`src/hw/rtl/bor_pkg.sv`:
```
// Package for the box overlap ratio unit.
// Holds the default widths shared by the interfaces, the top level and the checker.
package bor_pkg;

    // Default width of a box coordinate, width or height.
    localparam int COORD_BITS_DEF = 12;

    // Default number of fraction bits of a ratio; 2**FRAC_BITS means 1.0.
    localparam int FRAC_BITS_DEF  = 16;

endpackage : bor_pkg

```
`src/hw/rtl/box_req_if.sv`:
```
// Request channel of the box overlap ratio unit: valid/ready and one box pair.
// Depends on bor_pkg for the default coordinate width.
interface box_req_if
    import bor_pkg::*;
#(
    parameter int COORD_BITS = COORD_BITS_DEF
);
    logic                  valid;
    logic                  ready;
    logic [COORD_BITS-1:0] ref_x;
    logic [COORD_BITS-1:0] ref_y;
    logic [COORD_BITS-1:0] ref_w;
    logic [COORD_BITS-1:0] ref_h;
    logic [COORD_BITS-1:0] cand_x;
    logic [COORD_BITS-1:0] cand_y;
    logic [COORD_BITS-1:0] cand_w;
    logic [COORD_BITS-1:0] cand_h;

    modport source (
        output valid, ref_x, ref_y, ref_w, ref_h, cand_x, cand_y, cand_w, cand_h,
        input  ready
    );

    modport sink (
        input  valid, ref_x, ref_y, ref_w, ref_h, cand_x, cand_y, cand_w, cand_h,
        output ready
    );
endinterface : box_req_if

```
`src/hw/rtl/box_rsp_if.sv`:
```
// Result channel of the box overlap ratio unit: valid/ready and the two ratios.
// Depends on bor_pkg for the default fraction width.
interface box_rsp_if
    import bor_pkg::*;
#(
    parameter int FRAC_BITS = FRAC_BITS_DEF
);
    logic               valid;
    logic               ready;
    logic [FRAC_BITS:0] iou_ratio;
    logic [FRAC_BITS:0] ref_cover_ratio;
    logic               boxes_overlap;

    modport source (
        output valid, iou_ratio, ref_cover_ratio, boxes_overlap,
        input  ready
    );

    modport sink (
        input  valid, iou_ratio, ref_cover_ratio, boxes_overlap,
        output ready
    );
endinterface : box_rsp_if

```
`src/hw/rtl/box_overlap_ratio_unit.sv`:
```
// Box overlap ratio unit: pipelined intersection-over-union of two pixel boxes.
// Depends on bor_pkg, box_req_if and box_rsp_if.
//
// Takes one request (reference box plus candidate box) per cycle unless the last
// stage holds a result not yet taken, and returns one result per request, in order.
// Three front stages compute the overlap extents, the three areas and the union;
// then two restoring dividers run side by side, one quotient bit per stage, for
// FRAC_BITS+1 stages, and that divider chain sets the latency. A single pipeline
// enable holds every stage while the last one waits, so ready follows the result
// side within the same cycle. Ratios are unsigned Q1.FRAC_BITS truncated toward
// zero; both are zero when the boxes do not overlap.
module box_overlap_ratio_unit
    import bor_pkg::*;
#(
    parameter int COORD_BITS = COORD_BITS_DEF,
    parameter int FRAC_BITS  = FRAC_BITS_DEF
) (
    input  logic      i_clk,
    input  logic      i_rst_n,
    box_req_if.sink   i_req,
    box_rsp_if.source o_rsp
);

    localparam int CW   = COORD_BITS;
    localparam int AW   = 2 * CW;        // area width
    localparam int UW   = AW + 1;        // union width, also divider remainder width
    localparam int QW   = FRAC_BITS + 1; // quotient width
    localparam int NDIV = QW;            // one quotient bit per divider stage
    localparam int NST  = 3 + NDIV;      // total pipeline stages

    // Pipeline enable: advance unless the last stage holds a result not yet taken.
    logic           pipe_en;
    logic [NST-1:0] r_vld;

    assign pipe_en     = !r_vld[NST-1] || o_rsp.ready;
    assign i_req.ready = pipe_en;

    // Shift valid bits along with the data.
    always_ff @(posedge i_clk) begin
        if (!i_rst_n) begin
            r_vld <= '0;
        end else if (pipe_en) begin
            r_vld <= {r_vld[NST-2:0], i_req.valid};
        end
    end

    // ---------------- Stage 1: overlap extents ----------------
    logic [CW:0]   end_rx, end_cx, end_ry, end_cy;
    logic [CW-1:0] lo_x, lo_y;
    logic [CW:0]   hi_x, hi_y;
    logic [CW:0]   len_x, len_y;
    logic          ov_x, ov_y;

    always_comb begin
        // Exclusive end columns and rows at full precision.
        end_rx = {1'b0, i_req.ref_x}  + {1'b0, i_req.ref_w};
        end_cx = {1'b0, i_req.cand_x} + {1'b0, i_req.cand_w};
        end_ry = {1'b0, i_req.ref_y}  + {1'b0, i_req.ref_h};
        end_cy = {1'b0, i_req.cand_y} + {1'b0, i_req.cand_h};
        lo_x   = (i_req.ref_x > i_req.cand_x) ? i_req.ref_x : i_req.cand_x;
        lo_y   = (i_req.ref_y > i_req.cand_y) ? i_req.ref_y : i_req.cand_y;
        hi_x   = (end_rx < end_cx) ? end_rx : end_cx;
        hi_y   = (end_ry < end_cy) ? end_ry : end_cy;
        ov_x   = hi_x > {1'b0, lo_x};
        ov_y   = hi_y > {1'b0, lo_y};
        len_x  = hi_x - {1'b0, lo_x};
        len_y  = hi_y - {1'b0, lo_y};
    end

    logic [CW-1:0] r_s1_iw, r_s1_ih;
    logic [CW-1:0] r_s1_rw, r_s1_rh, r_s1_cw, r_s1_ch;
    logic          r_s1_ov;

    // Capture overlap lengths; force zero lengths when the boxes miss.
    always_ff @(posedge i_clk) begin
        if (pipe_en) begin
            r_s1_ov <= ov_x && ov_y;
            r_s1_iw <= (ov_x && ov_y) ? len_x[CW-1:0] : '0;
            r_s1_ih <= (ov_x && ov_y) ? len_y[CW-1:0] : '0;
            r_s1_rw <= i_req.ref_w;
            r_s1_rh <= i_req.ref_h;
            r_s1_cw <= i_req.cand_w;
            r_s1_ch <= i_req.cand_h;
        end
    end

    // ---------------- Stage 2: areas ----------------
    logic [AW-1:0] r_s2_inter, r_s2_ra, r_s2_ca;
    logic          r_s2_ov;

    always_ff @(posedge i_clk) begin
        if (pipe_en) begin
            r_s2_ov    <= r_s1_ov;
            r_s2_inter <= AW'(r_s1_iw) * AW'(r_s1_ih);
            r_s2_ra    <= AW'(r_s1_rw) * AW'(r_s1_rh);
            r_s2_ca    <= AW'(r_s1_cw) * AW'(r_s1_ch);
        end
    end

    // ---------------- Stage 3: union ----------------
    logic [UW-1:0] r_s3_uni;
    logic [AW-1:0] r_s3_inter, r_s3_ra;
    logic          r_s3_ov;

    always_ff @(posedge i_clk) begin
        if (pipe_en) begin
            r_s3_ov    <= r_s2_ov;
            r_s3_inter <= r_s2_inter;
            r_s3_ra    <= r_s2_ra;
            r_s3_uni   <= {1'b0, r_s2_ra} + {1'b0, r_s2_ca} - {1'b0, r_s2_inter};
        end
    end

    // ---------------- Divider stages ----------------
    // Restoring division of (inter << FRAC_BITS) by union and by reference area.
    // Stage 0 yields the integer bit, each later stage one more fraction bit.
    logic [UW-1:0] r_dv_iu_rem [NDIV];
    logic [UW-1:0] r_dv_rc_rem [NDIV];
    logic [QW-1:0] r_dv_iu_q   [NDIV];
    logic [QW-1:0] r_dv_rc_q   [NDIV];
    logic [UW-1:0] r_dv_uni    [NDIV];
    logic [UW-1:0] r_dv_ra     [NDIV];
    logic          r_dv_ov     [NDIV];

    for (genvar k = 0; k < NDIV; k++) begin : g_div
        logic [UW:0]   cur_iu, cur_rc;
        logic [UW-1:0] d_iu, d_rc;
        logic [QW-1:0] q_iu_in, q_rc_in;
        logic          ov_in;
        logic          ge_iu, ge_rc;
        logic [UW:0]   n_iu_rem, n_rc_rem;

        // Select the partial remainder: the dividend itself, or the last one doubled.
        if (k == 0) begin : g_first
            always_comb begin
                cur_iu  = {2'b00, r_s3_inter};
                cur_rc  = {2'b00, r_s3_inter};
                d_iu    = r_s3_uni;
                d_rc    = {1'b0, r_s3_ra};
                q_iu_in = '0;
                q_rc_in = '0;
                ov_in   = r_s3_ov;
            end
        end else begin : g_next
            always_comb begin
                cur_iu  = {r_dv_iu_rem[k-1], 1'b0};
                cur_rc  = {r_dv_rc_rem[k-1], 1'b0};
                d_iu    = r_dv_uni[k-1];
                d_rc    = r_dv_ra[k-1];
                q_iu_in = r_dv_iu_q[k-1];
                q_rc_in = r_dv_rc_q[k-1];
                ov_in   = r_dv_ov[k-1];
            end
        end

        // Compare and subtract for one quotient bit on each path.
        always_comb begin
            ge_iu    = cur_iu >= {1'b0, d_iu};
            ge_rc    = cur_rc >= {1'b0, d_rc};
            n_iu_rem = ge_iu ? (cur_iu - {1'b0, d_iu}) : cur_iu;
            n_rc_rem = ge_rc ? (cur_rc - {1'b0, d_rc}) : cur_rc;
        end

        always_ff @(posedge i_clk) begin
            if (pipe_en) begin
                r_dv_iu_rem[k] <= n_iu_rem[UW-1:0];
                r_dv_rc_rem[k] <= n_rc_rem[UW-1:0];
                r_dv_iu_q[k]   <= {q_iu_in[QW-2:0], ge_iu};
                r_dv_rc_q[k]   <= {q_rc_in[QW-2:0], ge_rc};
                r_dv_uni[k]    <= d_iu;
                r_dv_ra[k]     <= d_rc;
                r_dv_ov[k]     <= ov_in;
            end
        end
    end

    // ---------------- Result ----------------
    // Drop the quotients of a pair that does not overlap.
    assign o_rsp.valid           = r_vld[NST-1];
    assign o_rsp.boxes_overlap   = r_dv_ov[NDIV-1];
    assign o_rsp.iou_ratio       = r_dv_ov[NDIV-1] ? r_dv_iu_q[NDIV-1] : '0;
    assign o_rsp.ref_cover_ratio = r_dv_ov[NDIV-1] ? r_dv_rc_q[NDIV-1] : '0;

endmodule : box_overlap_ratio_unit

```
`src/flat_wrapper.sv`:
```
// flat-port wrapper written by rule: the top's interface ports become plain ports
module box_overlap_ratio_unit_flat import bor_pkg::*;
#(
    parameter int COORD_BITS = COORD_BITS_DEF,
    parameter int FRAC_BITS  = FRAC_BITS_DEF
)
  (i_clk, i_rst_n, i_req_valid, i_req_ref_x, i_req_ref_y, i_req_ref_w, i_req_ref_h, i_req_cand_x, i_req_cand_y, i_req_cand_w, i_req_cand_h, i_req_ready, o_rsp_valid, o_rsp_iou_ratio, o_rsp_ref_cover_ratio, o_rsp_boxes_overlap, o_rsp_ready);
  box_req_if #(.COORD_BITS(COORD_BITS)) i_req_i ();
  box_rsp_if #(.FRAC_BITS(FRAC_BITS)) o_rsp_i ();
  input  logic i_clk;
  input  logic i_rst_n;
  input wire logic [$bits(i_req_i.valid)-1:0] i_req_valid;
  input wire logic [$bits(i_req_i.ref_x)-1:0] i_req_ref_x;
  input wire logic [$bits(i_req_i.ref_y)-1:0] i_req_ref_y;
  input wire logic [$bits(i_req_i.ref_w)-1:0] i_req_ref_w;
  input wire logic [$bits(i_req_i.ref_h)-1:0] i_req_ref_h;
  input wire logic [$bits(i_req_i.cand_x)-1:0] i_req_cand_x;
  input wire logic [$bits(i_req_i.cand_y)-1:0] i_req_cand_y;
  input wire logic [$bits(i_req_i.cand_w)-1:0] i_req_cand_w;
  input wire logic [$bits(i_req_i.cand_h)-1:0] i_req_cand_h;
  output wire logic [$bits(i_req_i.ready)-1:0] i_req_ready;
  output wire logic [$bits(o_rsp_i.valid)-1:0] o_rsp_valid;
  output wire logic [$bits(o_rsp_i.iou_ratio)-1:0] o_rsp_iou_ratio;
  output wire logic [$bits(o_rsp_i.ref_cover_ratio)-1:0] o_rsp_ref_cover_ratio;
  output wire logic [$bits(o_rsp_i.boxes_overlap)-1:0] o_rsp_boxes_overlap;
  input wire logic [$bits(o_rsp_i.ready)-1:0] o_rsp_ready;
  assign i_req_i.valid = i_req_valid;
  assign i_req_i.ref_x = i_req_ref_x;
  assign i_req_i.ref_y = i_req_ref_y;
  assign i_req_i.ref_w = i_req_ref_w;
  assign i_req_i.ref_h = i_req_ref_h;
  assign i_req_i.cand_x = i_req_cand_x;
  assign i_req_i.cand_y = i_req_cand_y;
  assign i_req_i.cand_w = i_req_cand_w;
  assign i_req_i.cand_h = i_req_cand_h;
  assign i_req_ready = i_req_i.ready;
  assign o_rsp_valid = o_rsp_i.valid;
  assign o_rsp_iou_ratio = o_rsp_i.iou_ratio;
  assign o_rsp_ref_cover_ratio = o_rsp_i.ref_cover_ratio;
  assign o_rsp_boxes_overlap = o_rsp_i.boxes_overlap;
  assign o_rsp_i.ready = o_rsp_ready;
  box_overlap_ratio_unit #(.COORD_BITS(COORD_BITS), .FRAC_BITS(FRAC_BITS)) u_core (.i_clk(i_clk), .i_rst_n(i_rst_n), .i_req(i_req_i), .o_rsp(o_rsp_i));
endmodule
```
`config.mk`:
```
export PLATFORM = sky130hd
export DESIGN_NAME = box_overlap_ratio_unit_flat
export DESIGN_NICKNAME = d
export VERILOG_FILES = /design/src/hw/rtl/bor_pkg.sv /design/src/hw/rtl/box_req_if.sv /design/src/hw/rtl/box_rsp_if.sv /design/src/hw/rtl/box_overlap_ratio_unit.sv /design/src/flat_wrapper.sv
export SDC_FILE = /design/constraint.sdc
export NUM_CORES = 2
export LEC_CHECK = 0
export ABC_CLOCK_PERIOD_IN_PS = 117900
export BUFFER_PORTS_ARGS = -buffer_cell sky130_fd_sc_hd__buf_4
export CAP_MARGIN = 20
export CORE_MARGIN = 1
export CORE_UTILIZATION = 65
export CTS_BUF_LIST = sky130_fd_sc_hd__clkbuf_4 sky130_fd_sc_hd__clkbuf_8
export DETAILED_ROUTE_END_ITERATION = 16
export PLACE_DENSITY = 0.9
export SYNTH_ARGS = -nofsm -noshare
export SYNTH_HDL_FRONTEND = slang
export SYNTH_SLANG_ARGS = --single-unit
export TNS_END_PERCENT = 20
```
`constraint.sdc`:
```
create_clock -name i_clk -period 117.9 [get_ports i_clk]
set_clock_uncertainty 0.05 [all_clocks]
set_input_delay 23.58 -clock i_clk [delete_from_list [all_inputs] [get_ports i_clk]]
set_output_delay 23.58 -clock i_clk [all_outputs]
set_load 0.1 [all_outputs]
```
==> out/metrics.cfg <==
[clocking]
hold_buffers=0
cts_setup_buffers=0
cts_root_buf=clkbuf_8
htree_levels=5
numCtsBuffers=366
cts_buffer_depth=4
worstSkewPairLatency_ns=1.08
cts_tree=yes
clk_pin_slew_worst_paths_ns=0.06
cts_sinks=2147
cts.repair.resized=0

[setup_path]
cp_max_fo=63
crit_path_end_kind=output pin
cpPeakStageDelay_ns=0.41
crit_slowest_cell=inv_8
critical_path_required_ns=94.27
crit_chain=buf_4, nor2b_1, buf_4, inv_8, buf_4
crit_path_frequent_cell=buf_4
arrival_ns=24.83
startpoint_type=input port
critical_path_class=in -> out
r2r_slack_ns=111.40

[layout]
drive_gt1_share_pct=8.00
seq_area_sq_um=64300
multi_input_area_sq_um=62600
area_growth_syn_to_layout_pct=8.24
fillers=13900
layout.nets=14200
utilization_pct=70.8

[floorplan]
fp.dieW_um=456
die_y_um=456
io_pins=137
start_util_pct=65.4
die_area_sq_um=208000
num_rows=166
core_area_sq_um=205000

[grt]
grt_usage_pct=29.0
antenna_found_initial=5
grt_overflow=0
grt_pass1_vias=94100
grt_pass1_wl_mm=483
grt_max_degree=199

[detailed_routing]
routed_via_density=6.02
routedWlPerCell_um=19.6
drc=0
drt_iter0_markers=8310
ant_nets=0
vias=93400
first_pass_iters=8
wirelength_mm=304

[sta]
finalCritPeriodShare_pct=41.1
worst_slew_pin_slew_ns=1.10
maxSlewViolCount=0
relSlewSlack_pct=26.4
setup_viol=0
setup_tns_ns=0
grt_setup_unrepaired=false
min_period_ns=48.46
finalHoldViolCount=0
fmax_ghz=0.0206

[run_status]
status=finished clean

[logic_synthesis]
ys_top_cells_by_area=edfxtp_1 48%, ha_1 11%, fa_1 5.4%
avgSynthCellArea_sq_um=10.9
synth_seq_cells=2147
synth_edf_count=2127
synth_top_area_share_pct=47.7
synthArstFlopShare_pct=0
synth_cell_types=94
synth_fp_nets=13900
netlist_instances=12300
yosysTopAreaCell=edfxtp_1
ys_warn_count=0
ys_seq_area_share_pct=48.0
syn-cell-area_sq_um=134000
synthMostInstantiatedCell=edfxtp_1
ys.flop_type=edfxtp_1
synth_commonest_cells=2127 x edfxtp_1, 1648 x inv_1, 1159 x ha_1

[place]
hpwlAfterDp_mm=230
gp_congestion=0.981
numPortBuffers=136

[flow_run]
drv_cap=0

[hold_path]
min_path_type=reg -> reg

[area by class of cell]
class	count	share of cell area, %
antenna	3	0.00518
clock buffer	462	3.99
clock inverter	155	0.860
inverter	1651	4.28
multi-input combinational	8229	43.2
sequential	2147	44.3
tap	2688	2.32
timing repair buffer	192	1.08
[cell usage in the layout, fill, tap and decap left out, types with 91 or more instances in the layout]
cell type	instances
inv_1	1647
a21oi_1	881
o21ai_0	695
edfxtp_1	2127
nand3_1	150
mux2_2	194
nand2b_1	150
buf_4	183
ha_1	1159
nand4_1	125
clkbuf_4	91
o21a_1	122
clkbuf_8	371
nor2_1	676
nor3_1	155
a21o_1	375
xnor2_1	455
xor2_1	298
and2_1	275
fa_1	362
nand2_1	934
nor2b_1	152
[metrics by stage]
stage | hold slack, ns | cells | instance area [sq um] | setup slack, ns
CTS | 0.335 | 15500 | 145000 | 69.44
floorplan | 0.350 | 12300 | 134000 | 12.23
global placement | 0.350 | 14900 | 138000 | 69.45
detailed placement | 0.355 | 14900 | 138000 | 69.45
global route | 0.357 | 15500 | 145000 | 69.40
finish | 0.336 | 15500 | 145000 | 69.44
[state kept, by name, summed over array words and instances (netlist names), 17 cells and up]
register            flops
u_core.r_dv_iu_q      153
u_core.r_dv_ov         17
u_core.r_dv_uni       400
u_core.r_s2_ca         24
u_core.r_s2_inter      24
u_core.r_s3_inter      24
u_core.r_s2_ra         24
u_core.r_dv_rc_rem    400
u_core.r_s3_ra         24
u_core.g_div.d_iu      25
u_core.r_dv_rc_q      153
u_core.r_dv_iu_rem    400
u_core.r_vld           20
u_core.r_dv_ra        384
[path summary, 6_finish.rpt]
path	end	cells past startpoint	start
worst min register to register	u_core.r_dv_iu_q[0][88]	0	u_core.r_dv_iu_q[0][70]
worst min-delay path	u_core.r_dv_iu_q[0][88]	0	u_core.r_dv_iu_q[0][70]
worst max-delay path	i_req_ready	5	o_rsp_ready
worst max register to register	u_core.r_s2_ca[20]	19	u_core.r_s1_ch[3]
[worst max-delay path, delay by kind of cell]
| family | cells | cell delay (ns) |
|---|---|---|
| buffers and inverters | 4 | 1.11 |
| AND/OR/NAND/NOR | 1 | 0.03 |
[cell families after synthesis]
group | count (synthesis) | share of synthesized area (%)
buffers and inverters | 1904 | 5.38
DFF | 2147 | 48.0
AOI/OAI and AO/OA | 2750 | 12.7
and+or+nand+nor | 2952 | 10.7
muxes | 253 | 2.11
xor gates and xnor gates | 753 | 4.92
adders and majority gates | 1521 | 16.2
[routing by layer]
layer | GRT usage [%] | share of wire, % | vias up
li1 | - | - | 44200
met1 | 35.4 | 40 | 44700
met2 | 49.7 | 49 | 3680
met3 | 4.51 | 6.4 | 913
met4 | 14.8 | 5.1 | 4
met5 | 0 | 0.075 | -
Power is not shown: default switching activity piles up to over one toggle a cycle in this logic, so the estimate is an artifact.
